===== config.mk =====
export PLATFORM = sky130hd
export DESIGN_NAME = clipped_circle_point_generator_top
export DESIGN_NICKNAME = d
export VERILOG_FILES = /design/src/hw/rtl/cccpg_pkg.sv /design/src/hw/rtl/cccpg_front.sv /design/src/hw/rtl/cccpg_queue.sv /design/src/hw/rtl/cccpg_back.sv /design/src/hw/rtl/clipped_circle_point_generator_top.sv
export SDC_FILE = /design/constraint.sdc
export NUM_CORES = 1
export LEC_CHECK = 0
export BUFFER_PORTS_ARGS = -buffer_cell sky130_fd_sc_hd__buf_2
export CORE_AREA = 2 2 244 246
export DETAILED_ROUTE_END_ITERATION = 12
export DIE_AREA = 0 0 246 248
export PLACE_DENSITY = 0.66
export SYNTH_ARGS = -nofsm -noshare
export SYNTH_HDL_FRONTEND = slang
export SYNTH_SLANG_ARGS = --single-unit

===== constraint.sdc =====
create_clock -name i_clk -period 15.9 [get_ports i_clk]
set_input_delay 0.795 -clock i_clk [delete_from_list [all_inputs] [get_ports i_clk]]
set_output_delay 0.795 -clock i_clk [all_outputs]
set_load 0.1 [all_outputs]

===== src/hw/rtl/cccpg_pkg.sv =====
`timescale 1ns / 1ps
// ----------------------------------------------------------------------------
// cccpg_pkg: shared types and helpers for the clipped circle point generator
// Holds the job record passed from front to back, the opcode and register
// codes, and the symmetric point and screen clip functions.
// ----------------------------------------------------------------------------
package cccpg_pkg;

    localparam int COORD_BITS    = 12;
    localparam int RADIUS_BITS   = 10;
    localparam int MAX_RADIUS    = 1023;
    localparam int STEP_BITS     = 11;
    localparam int ACC_BITS      = 14;
    localparam int PT_BITS       = COORD_BITS + 2;
    localparam int INV_SQRT2_Q16 = 46341;
    localparam int Q_BITS        = 16;
    localparam int PROD_BITS     = RADIUS_BITS + Q_BITS;
    localparam int NUM_PTS       = 16;
    localparam int PT_IDX_BITS   = $clog2(NUM_PTS);
    localparam int DATA_BITS     = 32;
    localparam int ADDR_BITS     = 3;

    // Depth must stay a power of two: pointers wrap on overflow
    localparam int QUEUE_DEPTH    = 2;
    localparam int QUEUE_PTR_BITS = $clog2(QUEUE_DEPTH);
    localparam int QUEUE_CNT_BITS = $clog2(QUEUE_DEPTH + 1);

    localparam logic [ACC_BITS-1:0]   DEC_BASE   = ACC_BITS'(3);
    localparam logic [ACC_BITS-1:0]   HINC_INIT  = ACC_BITS'(6);
    localparam logic [ACC_BITS-1:0]   DINC_BASE  = ACC_BITS'(10);
    localparam logic [ACC_BITS-1:0]   INC_STEP   = ACC_BITS'(4);
    localparam logic [COORD_BITS-1:0] WIDTH_RST  = COORD_BITS'(640);
    localparam logic [COORD_BITS-1:0] HEIGHT_RST = COORD_BITS'(480);

    typedef enum logic {
        OP_START = 1'b0,
        OP_STEP  = 1'b1
    } t_op;

    typedef enum logic {
        REG_SCREEN_WIDTH  = 1'b0,
        REG_SCREEN_HEIGHT = 1'b1
    } t_reg_idx;

    typedef struct packed {
        logic [COORD_BITS-1:0]       org_x;
        logic [COORD_BITS-1:0]       org_y;
        logic [STEP_BITS-1:0]        x;
        logic signed [STEP_BITS-1:0] y;
        logic [NUM_PTS-1:0]          mask;
        logic                        done;
    } t_job;

    typedef struct packed {
        logic signed [PT_BITS-1:0] px;
        logic signed [PT_BITS-1:0] py;
    } t_point;

    // sym[2] swaps the offsets, sym[1] negates the column, sym[0] the row
    function automatic t_point point_at(input logic [COORD_BITS-1:0] ox,
                                        input logic [COORD_BITS-1:0] oy,
                                        input logic [STEP_BITS-1:0] x,
                                        input logic signed [STEP_BITS-1:0] y,
                                        input logic [2:0] sym);
        logic signed [PT_BITS-1:0] xs;
        logic signed [PT_BITS-1:0] ys;
        logic signed [PT_BITS-1:0] a;
        logic signed [PT_BITS-1:0] b;
        t_point p;
        xs = {{(PT_BITS - STEP_BITS){1'b0}}, x};
        ys = {{(PT_BITS - STEP_BITS){y[STEP_BITS-1]}}, y};
        a = sym[2] ? ys : xs;
        b = sym[2] ? xs : ys;
        p.px = $signed({2'b00, ox}) + (sym[1] ? -a : a);
        p.py = $signed({2'b00, oy}) + (sym[0] ? -b : b);
        return p;
    endfunction

    function automatic logic on_screen(input t_point p,
                                       input logic [COORD_BITS-1:0] w,
                                       input logic [COORD_BITS-1:0] h);
        return (p.px > $signed(PT_BITS'(0))) && (p.px <= $signed({2'b00, w})) &&
               (p.py > $signed(PT_BITS'(0))) && (p.py <= $signed({2'b00, h}));
    endfunction

endpackage


===== src/hw/rtl/cccpg_front.sv =====
`timescale 1ns / 1ps
// ----------------------------------------------------------------------------
// cccpg_front: circle state and step classifier
// Loads a circle on start, advances the midpoint recurrence on each step and
// hands the back end a job with the clip mask of all sixteen candidates.
// ----------------------------------------------------------------------------
module cccpg_front (
    input  logic                                       i_clk,
    input  logic                                       i_rst_n,
    input  logic                                       i_in_valid,
    input  logic                                       i_queue_full,
    input  logic                                       i_opcode,
    input  logic [cccpg_pkg::COORD_BITS-1:0]           i_center_x,
    input  logic [cccpg_pkg::COORD_BITS-1:0]           i_center_y,
    input  logic [cccpg_pkg::RADIUS_BITS-1:0]          i_circle_radius,
    input  logic [cccpg_pkg::COORD_BITS-1:0]           i_width,
    input  logic [cccpg_pkg::COORD_BITS-1:0]           i_height,
    output logic                                       o_in_ready,
    output logic                                       o_push,
    output cccpg_pkg::t_job                            o_job
);

    logic [cccpg_pkg::COORD_BITS-1:0]         r_org_x, n_org_x;
    logic [cccpg_pkg::COORD_BITS-1:0]         r_org_y, n_org_y;
    logic [cccpg_pkg::STEP_BITS-1:0]          r_x, n_x;
    logic signed [cccpg_pkg::STEP_BITS-1:0]   r_y, n_y;
    logic signed [cccpg_pkg::ACC_BITS-1:0]    r_dec, n_dec;
    logic signed [cccpg_pkg::ACC_BITS-1:0]    r_hinc, n_hinc;
    logic signed [cccpg_pkg::ACC_BITS-1:0]    r_dinc, n_dinc;
    logic [cccpg_pkg::STEP_BITS-1:0]          r_limit, n_limit;
    logic                                     r_active, n_active;

    logic                                     accept;
    logic                                     is_step;
    logic                                     diag;
    logic [cccpg_pkg::RADIUS_BITS-1:0]        rad;
    logic [cccpg_pkg::PROD_BITS-1:0]          prod;
    logic signed [cccpg_pkg::STEP_BITS-1:0]   y_m1;
    logic signed [cccpg_pkg::ACC_BITS-1:0]    dinc_d;
    logic [cccpg_pkg::STEP_BITS-1:0]          x_p1;
    logic [cccpg_pkg::NUM_PTS-1:0]            mask;

    assign accept  = i_in_valid && !i_queue_full;
    assign is_step = (i_opcode == cccpg_pkg::OP_STEP);
    assign o_in_ready = !i_queue_full;

    assign rad  = (i_circle_radius > cccpg_pkg::RADIUS_BITS'(cccpg_pkg::MAX_RADIUS)) ?
                  cccpg_pkg::RADIUS_BITS'(cccpg_pkg::MAX_RADIUS) : i_circle_radius;
    assign prod = cccpg_pkg::PROD_BITS'(rad) *
                  cccpg_pkg::PROD_BITS'(cccpg_pkg::INV_SQRT2_Q16);

    assign diag   = !r_dec[cccpg_pkg::ACC_BITS-1];
    assign y_m1   = r_y - cccpg_pkg::STEP_BITS'(1);
    assign dinc_d = r_dinc + cccpg_pkg::INC_STEP;
    assign x_p1   = r_x + cccpg_pkg::STEP_BITS'(1);

    always_comb begin
        for (int i = 0; i < cccpg_pkg::NUM_PTS / 2; i++) begin
            mask[i] = cccpg_pkg::on_screen(
                cccpg_pkg::point_at(r_org_x, r_org_y, r_x, r_y, 3'(i)), i_width, i_height);
            mask[i + cccpg_pkg::NUM_PTS / 2] = diag && cccpg_pkg::on_screen(
                cccpg_pkg::point_at(r_org_x, r_org_y, r_x, y_m1, 3'(i)), i_width, i_height);
        end
    end

    always_comb begin
        n_org_x  = r_org_x;
        n_org_y  = r_org_y;
        n_x      = r_x;
        n_y      = r_y;
        n_dec    = r_dec;
        n_hinc   = r_hinc;
        n_dinc   = r_dinc;
        n_limit  = r_limit;
        n_active = r_active;
        if (accept && !is_step) begin
            n_org_x  = i_center_x;
            n_org_y  = i_center_y;
            n_x      = '0;
            n_y      = cccpg_pkg::STEP_BITS'(rad);
            n_dec    = cccpg_pkg::DEC_BASE - cccpg_pkg::ACC_BITS'({rad, 1'b0});
            n_hinc   = cccpg_pkg::HINC_INIT;
            n_dinc   = cccpg_pkg::DINC_BASE - cccpg_pkg::ACC_BITS'({rad, 2'b00});
            n_limit  = cccpg_pkg::STEP_BITS'(prod[cccpg_pkg::PROD_BITS-1:cccpg_pkg::Q_BITS])
                       + cccpg_pkg::STEP_BITS'(1);
            n_active = 1'b1;
        end else if (accept && r_active) begin
            if (diag) begin
                n_y    = y_m1;
                n_dec  = r_dec + dinc_d;
                n_dinc = dinc_d + cccpg_pkg::INC_STEP;
            end else begin
                n_dec  = r_dec + r_hinc;
                n_dinc = dinc_d;
            end
            n_x      = x_p1;
            n_hinc   = r_hinc + cccpg_pkg::INC_STEP;
            n_active = !(x_p1 > r_limit);
        end
    end

    always_ff @(posedge i_clk) begin
        if (!i_rst_n) begin
            r_org_x  <= '0;
            r_org_y  <= '0;
            r_x      <= '0;
            r_y      <= '0;
            r_dec    <= '0;
            r_hinc   <= cccpg_pkg::HINC_INIT;
            r_dinc   <= '0;
            r_limit  <= '0;
            r_active <= 1'b0;
        end else begin
            r_org_x  <= n_org_x;
            r_org_y  <= n_org_y;
            r_x      <= n_x;
            r_y      <= n_y;
            r_dec    <= n_dec;
            r_hinc   <= n_hinc;
            r_dinc   <= n_dinc;
            r_limit  <= n_limit;
            r_active <= n_active;
        end
    end

    // With no circle in progress the job carries an empty mask and done set
    assign o_push     = accept && is_step;
    assign o_job.org_x = r_org_x;
    assign o_job.org_y = r_org_y;
    assign o_job.x     = r_x;
    assign o_job.y     = r_y;
    assign o_job.mask  = r_active ? mask : '0;
    assign o_job.done  = r_active ? (x_p1 > r_limit) : 1'b1;

endmodule


===== src/hw/rtl/cccpg_queue.sv =====
`timescale 1ns / 1ps
// ----------------------------------------------------------------------------
// cccpg_queue: short job queue between front and back
// Holds classified step jobs so the front keeps taking items while the back
// drains points.
// ----------------------------------------------------------------------------
module cccpg_queue (
    input  logic            i_clk,
    input  logic            i_rst_n,
    input  logic            i_push,
    input  cccpg_pkg::t_job i_job,
    input  logic            i_pop,
    output cccpg_pkg::t_job o_head,
    output logic            o_head_valid,
    output logic            o_full
);

    cccpg_pkg::t_job                         r_mem [cccpg_pkg::QUEUE_DEPTH];
    logic [cccpg_pkg::QUEUE_PTR_BITS-1:0]    r_wr;
    logic [cccpg_pkg::QUEUE_PTR_BITS-1:0]    r_rd;
    logic [cccpg_pkg::QUEUE_CNT_BITS-1:0]    r_count;

    assign o_head       = r_mem[r_rd];
    assign o_head_valid = (r_count != '0);
    assign o_full       = (r_count == cccpg_pkg::QUEUE_CNT_BITS'(cccpg_pkg::QUEUE_DEPTH));

    always_ff @(posedge i_clk) begin
        if (i_push) begin
            r_mem[r_wr] <= i_job;
        end
    end

    always_ff @(posedge i_clk) begin
        if (!i_rst_n) begin
            r_wr    <= '0;
            r_rd    <= '0;
            r_count <= '0;
        end else begin
            if (i_push) begin
                r_wr <= r_wr + cccpg_pkg::QUEUE_PTR_BITS'(1);
            end
            if (i_pop) begin
                r_rd <= r_rd + cccpg_pkg::QUEUE_PTR_BITS'(1);
            end
            case ({i_push, i_pop})
                2'b10:   r_count <= r_count + cccpg_pkg::QUEUE_CNT_BITS'(1);
                2'b01:   r_count <= r_count - cccpg_pkg::QUEUE_CNT_BITS'(1);
                default: r_count <= r_count;
            endcase
        end
    end

endmodule


===== src/hw/rtl/cccpg_back.sv =====
`timescale 1ns / 1ps
// ----------------------------------------------------------------------------
// cccpg_back: point emitter
// Walks the head job's clip mask, lowest candidate first, and sends one point
// per cycle unless stalled, or one empty marker; flags the last of each step.
// ----------------------------------------------------------------------------
module cccpg_back (
    input  logic                                 i_clk,
    input  logic                                 i_rst_n,
    input  cccpg_pkg::t_job                      i_head,
    input  logic                                 i_head_valid,
    input  logic                                 i_ready,
    output logic                                 o_pop,
    output logic                                 o_valid,
    output logic [cccpg_pkg::COORD_BITS-1:0]     o_pixel_x,
    output logic [cccpg_pkg::COORD_BITS-1:0]     o_pixel_y,
    output logic                                 o_pixel_valid,
    output logic                                 o_last_of_step,
    output logic                                 o_circle_done
);

    logic                                    r_first;
    logic [cccpg_pkg::NUM_PTS-1:0]           r_rem;
    logic                                    r_ovalid;
    logic [cccpg_pkg::COORD_BITS-1:0]        r_px;
    logic [cccpg_pkg::COORD_BITS-1:0]        r_py;
    logic                                    r_pvalid;
    logic                                    r_last;
    logic                                    r_done;

    logic [cccpg_pkg::NUM_PTS-1:0]           eff;
    logic [cccpg_pkg::NUM_PTS-1:0]           pick;
    logic [cccpg_pkg::NUM_PTS-1:0]           rem_n;
    logic [cccpg_pkg::PT_IDX_BITS-1:0]       idx;
    logic                                    has_pt;
    logic                                    last;
    logic                                    load;
    logic signed [cccpg_pkg::STEP_BITS-1:0]  row_y;
    cccpg_pkg::t_point                       pt;

    assign eff    = r_first ? i_head.mask : r_rem;
    assign pick   = eff & (~eff + cccpg_pkg::NUM_PTS'(1));
    assign rem_n  = eff & ~pick;
    assign has_pt = (eff != '0);
    assign last   = (rem_n == '0);

    always_comb begin
        idx = '0;
        for (int i = 0; i < cccpg_pkg::NUM_PTS; i++) begin
            if (pick[i]) begin
                idx = idx | cccpg_pkg::PT_IDX_BITS'(i);
            end
        end
    end

    // Upper half of the mask belongs to the row after the diagonal move
    assign row_y = idx[cccpg_pkg::PT_IDX_BITS-1] ?
                   (i_head.y - cccpg_pkg::STEP_BITS'(1)) : i_head.y;
    assign pt    = cccpg_pkg::point_at(i_head.org_x, i_head.org_y, i_head.x, row_y, idx[2:0]);

    assign load  = i_head_valid && (!r_ovalid || i_ready);
    assign o_pop = load && last;

    always_ff @(posedge i_clk) begin
        if (!i_rst_n) begin
            r_ovalid <= 1'b0;
            r_first  <= 1'b1;
            r_rem    <= '0;
        end else begin
            if (load) begin
                r_ovalid <= 1'b1;
                r_first  <= last;
                r_rem    <= rem_n;
            end else if (i_ready) begin
                r_ovalid <= 1'b0;
            end
        end
    end

    always_ff @(posedge i_clk) begin
        if (load) begin
            r_px     <= has_pt ? pt.px[cccpg_pkg::COORD_BITS-1:0] : '0;
            r_py     <= has_pt ? pt.py[cccpg_pkg::COORD_BITS-1:0] : '0;
            r_pvalid <= has_pt;
            r_last   <= last;
            r_done   <= i_head.done;
        end
    end

    assign o_valid        = r_ovalid;
    assign o_pixel_x      = r_px;
    assign o_pixel_y      = r_py;
    assign o_pixel_valid  = r_pvalid;
    assign o_last_of_step = r_last;
    assign o_circle_done  = r_done;

endmodule


===== src/hw/rtl/clipped_circle_point_generator_top.sv =====
`timescale 1ns / 1ps
// ----------------------------------------------------------------------------
// clipped_circle_point_generator_top: clipped midpoint circle generator
// Start items load a circle; step items emit the on-screen symmetric points
// of one x advance, with APB-style screen size registers.
// ----------------------------------------------------------------------------
//  Channel   Direction  Handshake            Moves
//  input     in         i_valid / o_ready    opcode, centre, radius
//  output    out        o_valid / i_ready    one point or an empty last marker
//  config    in         psel/penable/pready  screen width and height
//
//  An item is taken every cycle while the two-entry job queue has room.
//  A step yields one result per on-screen point, at least one and at most
//  16; the back end's single output register sends them one after another.
//  A start yields no result. Reset is synchronous and needs no clearing
//  pass. Output stalls back up through the queue.
// ----------------------------------------------------------------------------
module clipped_circle_point_generator_top (
    input  logic                                  i_clk,
    input  logic                                  i_rst_n,
    input  logic                                  i_valid,
    output logic                                  o_ready,
    input  logic                                  i_opcode,
    input  logic [cccpg_pkg::COORD_BITS-1:0]      i_center_x,
    input  logic [cccpg_pkg::COORD_BITS-1:0]      i_center_y,
    input  logic [cccpg_pkg::RADIUS_BITS-1:0]     i_circle_radius,
    output logic                                  o_valid,
    input  logic                                  i_ready,
    output logic [cccpg_pkg::COORD_BITS-1:0]      o_pixel_x,
    output logic [cccpg_pkg::COORD_BITS-1:0]      o_pixel_y,
    output logic                                  o_pixel_valid,
    output logic                                  o_last_of_step,
    output logic                                  o_circle_done,
    input  logic                                  psel,
    input  logic                                  penable,
    input  logic                                  pwrite,
    input  logic [cccpg_pkg::ADDR_BITS-1:0]       paddr,
    input  logic [cccpg_pkg::DATA_BITS-1:0]       pwdata,
    output logic [cccpg_pkg::DATA_BITS-1:0]       prdata,
    output logic                                  pready
);

    logic [cccpg_pkg::COORD_BITS-1:0] r_width;
    logic [cccpg_pkg::COORD_BITS-1:0] r_height;
    logic                             cfg_wr;
    logic [cccpg_pkg::COORD_BITS-1:0] rd_val;

    logic                             queue_full;
    logic                             push;
    cccpg_pkg::t_job                  job;
    cccpg_pkg::t_job                  head;
    logic                             head_valid;
    logic                             pop;

    assign pready = 1'b1;
    assign cfg_wr = psel && penable && pwrite && pready;

    always_ff @(posedge i_clk) begin
        if (!i_rst_n) begin
            r_width  <= cccpg_pkg::WIDTH_RST;
            r_height <= cccpg_pkg::HEIGHT_RST;
        end else if (cfg_wr) begin
            unique case (paddr[2])
                cccpg_pkg::REG_SCREEN_WIDTH:  r_width  <= pwdata[cccpg_pkg::COORD_BITS-1:0];
                cccpg_pkg::REG_SCREEN_HEIGHT: r_height <= pwdata[cccpg_pkg::COORD_BITS-1:0];
                default:                      r_width  <= r_width;
            endcase
        end
    end

    always_comb begin
        unique case (paddr[2])
            cccpg_pkg::REG_SCREEN_WIDTH:  rd_val = r_width;
            cccpg_pkg::REG_SCREEN_HEIGHT: rd_val = r_height;
            default:                      rd_val = '0;
        endcase
    end

    assign prdata = cccpg_pkg::DATA_BITS'(rd_val);

    cccpg_front u_front (
        .i_clk           (i_clk),
        .i_rst_n         (i_rst_n),
        .i_in_valid      (i_valid),
        .i_queue_full    (queue_full),
        .i_opcode        (i_opcode),
        .i_center_x      (i_center_x),
        .i_center_y      (i_center_y),
        .i_circle_radius (i_circle_radius),
        .i_width         (r_width),
        .i_height        (r_height),
        .o_in_ready      (o_ready),
        .o_push          (push),
        .o_job           (job)
    );

    cccpg_queue u_queue (
        .i_clk        (i_clk),
        .i_rst_n      (i_rst_n),
        .i_push       (push),
        .i_job        (job),
        .i_pop        (pop),
        .o_head       (head),
        .o_head_valid (head_valid),
        .o_full       (queue_full)
    );

    cccpg_back u_back (
        .i_clk          (i_clk),
        .i_rst_n        (i_rst_n),
        .i_head         (head),
        .i_head_valid   (head_valid),
        .i_ready        (i_ready),
        .o_pop          (pop),
        .o_valid        (o_valid),
        .o_pixel_x      (o_pixel_x),
        .o_pixel_y      (o_pixel_y),
        .o_pixel_valid  (o_pixel_valid),
        .o_last_of_step (o_last_of_step),
        .o_circle_done  (o_circle_done)
    );

endmodule


==> flow_summary.json, run 1 <==
{
  "design_area_um2": 31300,
  "syn_to_final_growth_pct": 8.39,
  "clockRootBuffer": "clkbuf_16",
  "grt_pass1_wl_um": 123000,
  "cts_tree": "built",
  "io_pins": 139,
  "synth_edf_count": 153,
  "utilization_pct": 53.5,
  "netlist-cell-type-count": 98,
  "synth_area_leaders": "ha_1 (19%), edfxtp_1 (16%), dfxtp_1 (9.8%)",
  "dpl_cell_area_um2": 30100,
  "grt_use_total_pct": 25.9,
  "max_slew_margin_pct": 24.9,
  "drv_slew": 0,
  "max_freq_ghz": 0.152,
  "via_count": 24097,
  "layoutNonFillerInstCount": 4174,
  "numPortBuffers": 95,
  "rrSetupSlack_ns": 9.34,
  "cellPowerDensity_nw_per_um2": 109,
  "coreArea_um2": 58500,
  "hold_viol": 0,
  "totalWireLength_um": 79800,
  "ir_worst_vdd_uv": 84.8,
  "grt_pass1_vias": 22245,
  "required_ns": 16.20,
  "die_area_um2": 61000,
  "via_per_inst": 5.77,
  "ys_seq_area_share_pct": 25.8,
  "ant_nets": 0,
  "wire_per_inst_um": 19.1,
  "drv_cap": 0,
  "die_y_um": 248,
  "fp.dieW_um": 246,
  "ys_async_sr_fraction_pct": 0,
  "overflow": 0,
  "fp-row-count": 89,
  "grt_max_degree": 71,
  "setup.worst_path.class": "reg -> reg",
  "worstSetupEndpointType": "flip-flop",
  "gp_congestion": 0.936,
  "worst_pin_slew_ns": 1.12,
  "h-tree-depth": 2,
  "p_leak_nw": 13.8,
  "status": "complete, no violations",
  "startpoint_type": "flip-flop",
  "holdPathEnd": "u_back.r_rem[6]",
  "clock_path_buffers": 3,
  "rsz0062_at_grt": "false",
  "yosysTopAreaCell": "ha_1",
  "clk_latency_ns": 0.55,
  "first_pass_iters": 6,
  "setup_viol": 0,
  "hold_ws_ns": 0.463,
  "post-route-period-util_pct": 41.3,
  "dp_slack_ns": 9.25,
  "postCtsSetupRepairBufs": 0,
  "power_mw": 3.40,
  "rr_endpoint": "u_back.o_pixel_y[11]",
  "antenna_found_initial": 0,
  "final_layout_size_suffix_gt1_share_pct": 8.18,
  "drc": 0,
  "hold_path_depth": 2,
  "drt-initial-drc-count": 1823,
  "synth-main-ff-cell": "edfxtp_1",
  "ys.warnings.count": 0,
  "clock-skew-final_ns": 0.0141,
  "avgSynthCellArea_um2": 8.71,
  "setup_slack_ns": 9.34,
  "crit_fanout": 44,
  "layout_min_cycle_time_ns": 6.56,
  "fin_setup_tns_ns": 0,
  "synth_seq_cells": 295,
  "hold_start": "u_back.r_rem[6]",
  "placedCellCount": 4112,
  "cts.clk_slew.worst_paths_ns": 0.06,
  "post_cts_resized": 0,
  "syn_inst": 3312,
  "synth_area_um2": 28900,
  "cts_sinks": 295,
  "start_util_pct": 49.4,
  "dp_hpwl_um": 61000,
  "reg2regPathDepth": 20,
  "numCtsBuffers": 34,
  "yosysTopAreaCellShare_pct": 18.7,
  "postCtsHoldBufs": 0,
  "hold_class": "reg -> reg",
  "cp.arrival_ns": 6.86,
  "nets": 3923
}
==> worst max-delay path by stage <==
| stage | slack (ns) | depth (start not counted) | end | start |
|---|---|---|---|---|
| 6_report | 9.34 | 20 | u_back.o_pixel_y[11] | flip-flop |
| 5_1_grt | 9.03 | 20 | u_back.o_pixel_y[11] | flip-flop |
| 4_1_cts | 9.40 | 20 | u_back.o_pixel_y[11] | flip-flop |
| 3_5_place_dp | 9.25 | 20 | u_front.r_limit[10] | i_circle_radius[2] |
| 3_3_place_gp | 9.29 | 20 | u_front.r_limit[10] | i_circle_radius[2] |
| 2_1_floorplan | 10.06 | 19 | u_front.r_limit[10] | i_circle_radius[7] |
==> report_power, final <==
part           switching, mW  internal [mW]  leakage, nW
logic                   1.01          0.648         10.6
clock network          0.320          0.516        0.576
registers             0.0385          0.864         2.56
total                   1.37           2.03         13.8
==> flip-flops by register name, indices dropped and copies added, names as in the netlist, 13 cells and up, named ones only <==
register and cells:
u_queue.r_mem 126, u_front.r_dinc 13, u_front.r_dec 13, u_back.r_rem 15
==> cell type report <==
| class | instances | area [um^2] |
|---|---|---|
| Tap cell | 773 | 967 |
| Clock inverter | 16 | 260 |
| Antenna cell | 1 | 2.50 |
| Timing Repair Buffer | 130 | 741 |
| Clock buffer | 45 | 933 |
| Sequential cell | 295 | 7440 |
| Multi-Input combinational cell | 2636 | 19900 |
| Fill cell | 5539 | 27200 |
| Inverter | 278 | 1040 |
==> cell families after synthesis <==
kind of cell,share of synthesized area (%)
fa+ha+maj,21.5
simple gates,16.9
compound gates,19.2
xor+xnor,7.76
buf+inv,5.62
other cells,0.0260
mux,3.16
flops,25.8
==> cell usage after synthesis (29+ instances only) <==
cell and number:
nand4_1 44, or4_1 32, mux2_2 34, xor2_1 82, nor3_1 94, a21oi_1 221, mux2i_1 50, or3_1 29
nand3_1 83, xnor2_1 171, nor2_1 182, edfxtp_1 153, o21ai_0 136, a21o_1 91, dfxtp_1 142, nand2_1 288
ha_1 432, o21a_1 40, a21boi_0 73, and3_1 41, inv_1 276, a211oi_1 36, clkbuf_1 79, fa_1 39
nor2b_1 57
==> routing by layer <==
metal	track usage, %	routed length (um)
met5	0	0
met4	9.13	2910
met3	3.75	4530
met2	41.9	35700
met1	35.1	36600
==> worst max-delay path: stages, from the launching register on <==
cell      delay [ns]
dfxtp_4         0.61
buf_4           0.62
mux2i_1         0.54
ha_1            0.26
nand2_1         0.18
or3_1           0.43
a211oi_1        0.27
xor2_1          0.33
mux2i_1         0.23
nor4_1          0.42
nor2_1          0.09
xnor2_1         0.14
ha_1            0.34
nand3_1         0.07
or4_1           0.43
a31oi_1         0.21
xor2_1          0.26
a21oi_1         0.08
or2_0           0.25
a311o_1         0.32
and3_1          0.18
==> cell usage in the layout (no fill, tap or decap), drive strengths merged, types with 16 or more instances in the layout <==
cell / Yosys / final
o21ai: 140 / 140
nor2: 182 / 182
mux2: 34 / 34
mux2i: 52 / 52
dfxtp: 142 / 142
xnor2: 171 / 171
inv: 278 / 281
a21boi: 74 / 74
nor2b: 57 / 57
or3: 29 / 29
or4: 32 / 32
and3: 41 / 41
or2: 18 / 18
a211oi: 36 / 36
nand2b: 16 / 16
nor3: 95 / 95
and2: 29 / 29
edfxtp: 153 / 153
xor2: 82 / 82
nand4: 44 / 44
o211ai: 22 / 22
ha: 432 / 432
clkbuf: 79 / 45
a21oi: 225 / 225
o21a: 41 / 41
a21o: 92 / 92
nand3: 83 / 83
fa: 39 / 39
conb: 2 / 21
nor4: 25 / 25
buf: 43 / 130
a31oi: 30 / 30
nand2: 290 / 290
No activity file was read; power rests on OpenSTA's default activity.
==> inputs of run 2 (changes only) <==
--- a/config.mk
+++ b/config.mk
@@ -5,11 +5,12 @@
 export SDC_FILE = /design/constraint.sdc
 export NUM_CORES = 1
 export LEC_CHECK = 0
+export ABC_AREA = 1
 export BUFFER_PORTS_ARGS = -buffer_cell sky130_fd_sc_hd__buf_2
-export CORE_AREA = 2 2 244 246
+export CORE_AREA = 2 2 243 245
 export DETAILED_ROUTE_END_ITERATION = 12
-export DIE_AREA = 0 0 246 248
-export PLACE_DENSITY = 0.66
+export DIE_AREA = 0 0 245 247
+export PLACE_DENSITY = 0.69
 export SYNTH_ARGS = -nofsm -noshare
 export SYNTH_HDL_FRONTEND = slang
 export SYNTH_SLANG_ARGS = --single-unit
==> constraint.sdc (replaced) <==
create_clock -name i_clk -period 5.95 [get_ports i_clk]
set_input_delay 0.2975 -clock i_clk [delete_from_list [all_inputs] [get_ports i_clk]]
set_output_delay 0.2975 -clock i_clk [all_outputs]
set_load 0.1 [all_outputs]
==> run 2 against run 1 <==
Against the previous run: synthesized cell count rose by 14%; register-to-register slack got worse by 8.8 ns; worst setup slack got worse by 8.8 ns; sequential power rose to 2.7 times the previous value; cell area rose by 0.30%.
==> flow_summary.json, run 2 <==
{
  "holdPathEnd": "r_width[11]",
  "avgSynthCellArea_um2": 7.57,
  "reg2regPathDepth": 25,
  "reg_top3": "u_queue.r_mem: 126 flops, u_back.r_rem: 15 flops",
  "cts.clk_slew.worst_paths_ns": 0.06,
  "die_area_um2": 60500,
  "utilization_pct": 53.9,
  "netlist-cell-type-count": 65,
  "postCtsSetupRepairBufs": 0,
  "setup.worst_path.class": "reg -> reg",
  "antenna_found_initial": 0,
  "synth_area_um2": 28600,
  "hold_viol": 0,
  "numCtsBuffers": 35,
  "grt_use_total_pct": 26.7,
  "drt-initial-drc-count": 1864,
  "wire_per_inst_um": 17.2,
  "overflow": 0,
  "grt_pass1_wl_um": 127000,
  "hold_class": "in -> reg",
  "timing.rr.start": "u_front.r_y[0]",
  "hold_ws_ns": 0.0225,
  "hold_start": "pwdata[11]",
  "path_buf_inv": 5,
  "power_mw": 9.59,
  "largest_reg_flops": 126,
  "nets": 4459,
  "clock_path_buffers": 3,
  "worstSetupEndpointType": "flip-flop",
  "first_pass_iters": 6,
  "max_stage_delay_ns": 0.76,
  "startpoint_type": "flip-flop",
  "drv_cap": 0,
  "rr_endpoint": "u_queue.r_mem[1][16]",
  "numPortBuffers": 95,
  "final_cell_mix": "nand2_1 (663), inv_1 (553), ha_1 (432)",
  "die_y_um": 247,
  "fp.dieW_um": 245,
  "cts_sinks": 295,
  "synth_seq_cells": 295,
  "crit_fanout": 5,
  "rsz0062_at_grt": "false",
  "coreArea_um2": 58200,
  "required_ns": 6.32,
  "io_pins": 139,
  "grt_pass1_vias": 23800,
  "synth.most_common_cell": "nand2_1",
  "max_freq_ghz": 0.183,
  "internal-power_mw": 5.30,
  "wl_met3_um": 4890,
  "cp.arrival_ns": 5.82,
  "setup_viol": 0,
  "fp-row-count": 89,
  "post_cts_resized": 0,
  "synth_area_leaders": "ha_1 (19%), edfxtp_1 (16%), dfxtp_1 (9.9%)",
  "via_count": 25581,
  "fin_setup_tns_ns": 0,
  "synth-main-ff-cell": "edfxtp_1",
  "synth_commonest_cells": "nand2_1 (663), inv_1 (553), ha_1 (432)",
  "placedCellCount": 4617,
  "syn_inst": 3778,
  "ys.warnings.count": 0,
  "combPwrFrac_pct": 52.4,
  "drc": 0,
  "rrSetupSlack_ns": 0.49,
  "clockRootBuffer": "clkbuf_16",
  "ys_seq_area_share_pct": 26.0,
  "p_leak_nw": 15.2,
  "antenna_cells": 0,
  "yosysTopAreaCellShare_pct": 18.9,
  "layoutNonFillerInstCount": 4711,
  "totalWireLength_um": 81200,
  "critical_path.top_delay_family": "XOR/XNOR gates",
  "start_util_pct": 49.1,
  "synth_edf_count": 153,
  "top_layer_used": "met4",
  "yosysTopAreaCell": "ha_1",
  "met1_length_um": 36800,
  "cpMaxStageDelayCell": "xor2_1",
  "path_depth": 25,
  "clock_power_share_pct": 22.1,
  "drv_slew": 0,
  "ys_async_sr_fraction_pct": 0,
  "clock-skew-final_ns": 0.0317,
  "fillers": 5568,
  "h-tree-depth": 2,
  "switching_power_mw": 4.29,
  "postCtsHoldBufs": 30,
  "ir_worst_vdd_uv": 204,
  "max_slew_margin_pct": 23.4,
  "dp_hpwl_um": 62100,
  "hold_path_depth": 3,
  "status": "complete, no violations",
  "gp_congestion": 0.953,
  "cellPowerDensity_nw_per_um2": 306,
  "via_per_inst": 5.43,
  "cts_tree": "built",
  "layout_commonest_cell": "nand2_1",
  "grt_max_degree": 58,
  "met2WireLength_um": 36900,
  "top_register": "u_queue.r_mem",
  "post-route-period-util_pct": 91.7,
  "seqPwrFrac_pct": 25.6,
  "syn_to_final_growth_pct": 9.78,
  "worst_pin_slew_ns": 1.15,
  "switching_share_pct": 44.8,
  "clk_latency_ns": 0.57,
  "ant_nets": 0,
  "layout_min_cycle_time_ns": 5.46,
  "final_layout_size_suffix_gt1_share_pct": 7.26
}
-- run 2: cell types whose count changed in the layout (fill, tap and decap cells not counted), moves of 66 or more --
cell | before | now
nor2_1 | 179 | 245
inv_1 | 276 | 553
a21oi_1 | 221 | 363
nand3_1 | 83 | 183
o21ai_0 | 136 | 244
xor2_1 | 82 | 165
a21boi_0 | 73 | 5
nand2_1 | 288 | 663
a21o_1 | 91 | 9
xnor2_1 | 171 | 53
-- run 2: worst max-delay path by stage --
stage                            start              endpoint
floorplan           i_circle_radius[2]    u_front.r_limit[8]
detailed placement  i_circle_radius[3]    u_front.r_limit[8]
CTS                     u_front.r_y[0]  u_queue.r_mem[1][16]
global placement    i_circle_radius[3]    u_front.r_limit[8]
global route                 flip-flop  u_back.o_pixel_y[11]
finish                  u_front.r_y[0]  u_queue.r_mem[1][16]
-- run 2: metrics by stage --
step / instance area, um^2 / setup WS (ns)
floorplan: 28700 / 1.37
global placement: 30000 / 0.614
detailed placement: 30000 / 0.593
CTS: 31400 / 0.600
global route: 31400 / 0.0229
finish: 31400 / 0.493
-- run 2: final cells by class --
cell class	instances	area, um^2	area share (%)
clock inverters	15	156	0.498
flip-flops and latches	295	7440	23.7
inverters	565	2120	6.77
multi-input cells	2844	18600	59.3
well taps	773	967	3.08
clock buffers	49	970	3.09
repair buffers	170	1110	3.55
-- run 2: cell families after synthesis --
group,synth area share [%]
simple gates,20.3
compound gates,15.7
buf+inv,9.25
fa+ha+maj,21.6
flops,26.0
xor+xnor,6.68
mux,0.385
other cells,0.0263
-- run 2: routing by layer --
metal  GRT usage [%]  vias up
met3            3.35      131
met1            35.7    11775
li1                -    13003
met4            8.38        0
met5               0        -
met2            44.8      672
-- run 2: worst register-to-register path, delay by kind of cell, from the launching register on --
kind                       cells  cell delay, ns
and+or+nand+nor               10            1.05
adders and majority gates      3            0.84
buffers and inverters          5            0.69
xor gates and xnor gates       3            1.23
DFF                            1            0.31
AOI/OAI and AO/OA              4            1.12
-- run 2: power by group through the flow --
stage	Clock [mW]	Combinational, mW	Sequential, mW
finish	2.12	5.02	2.45
global route	2.23	5.68	2.46
CTS	2.16	4.98	2.45
detailed placement	0	4.93	2.49
global placement	0	4.88	2.49
floorplan	0	3.63	2.67
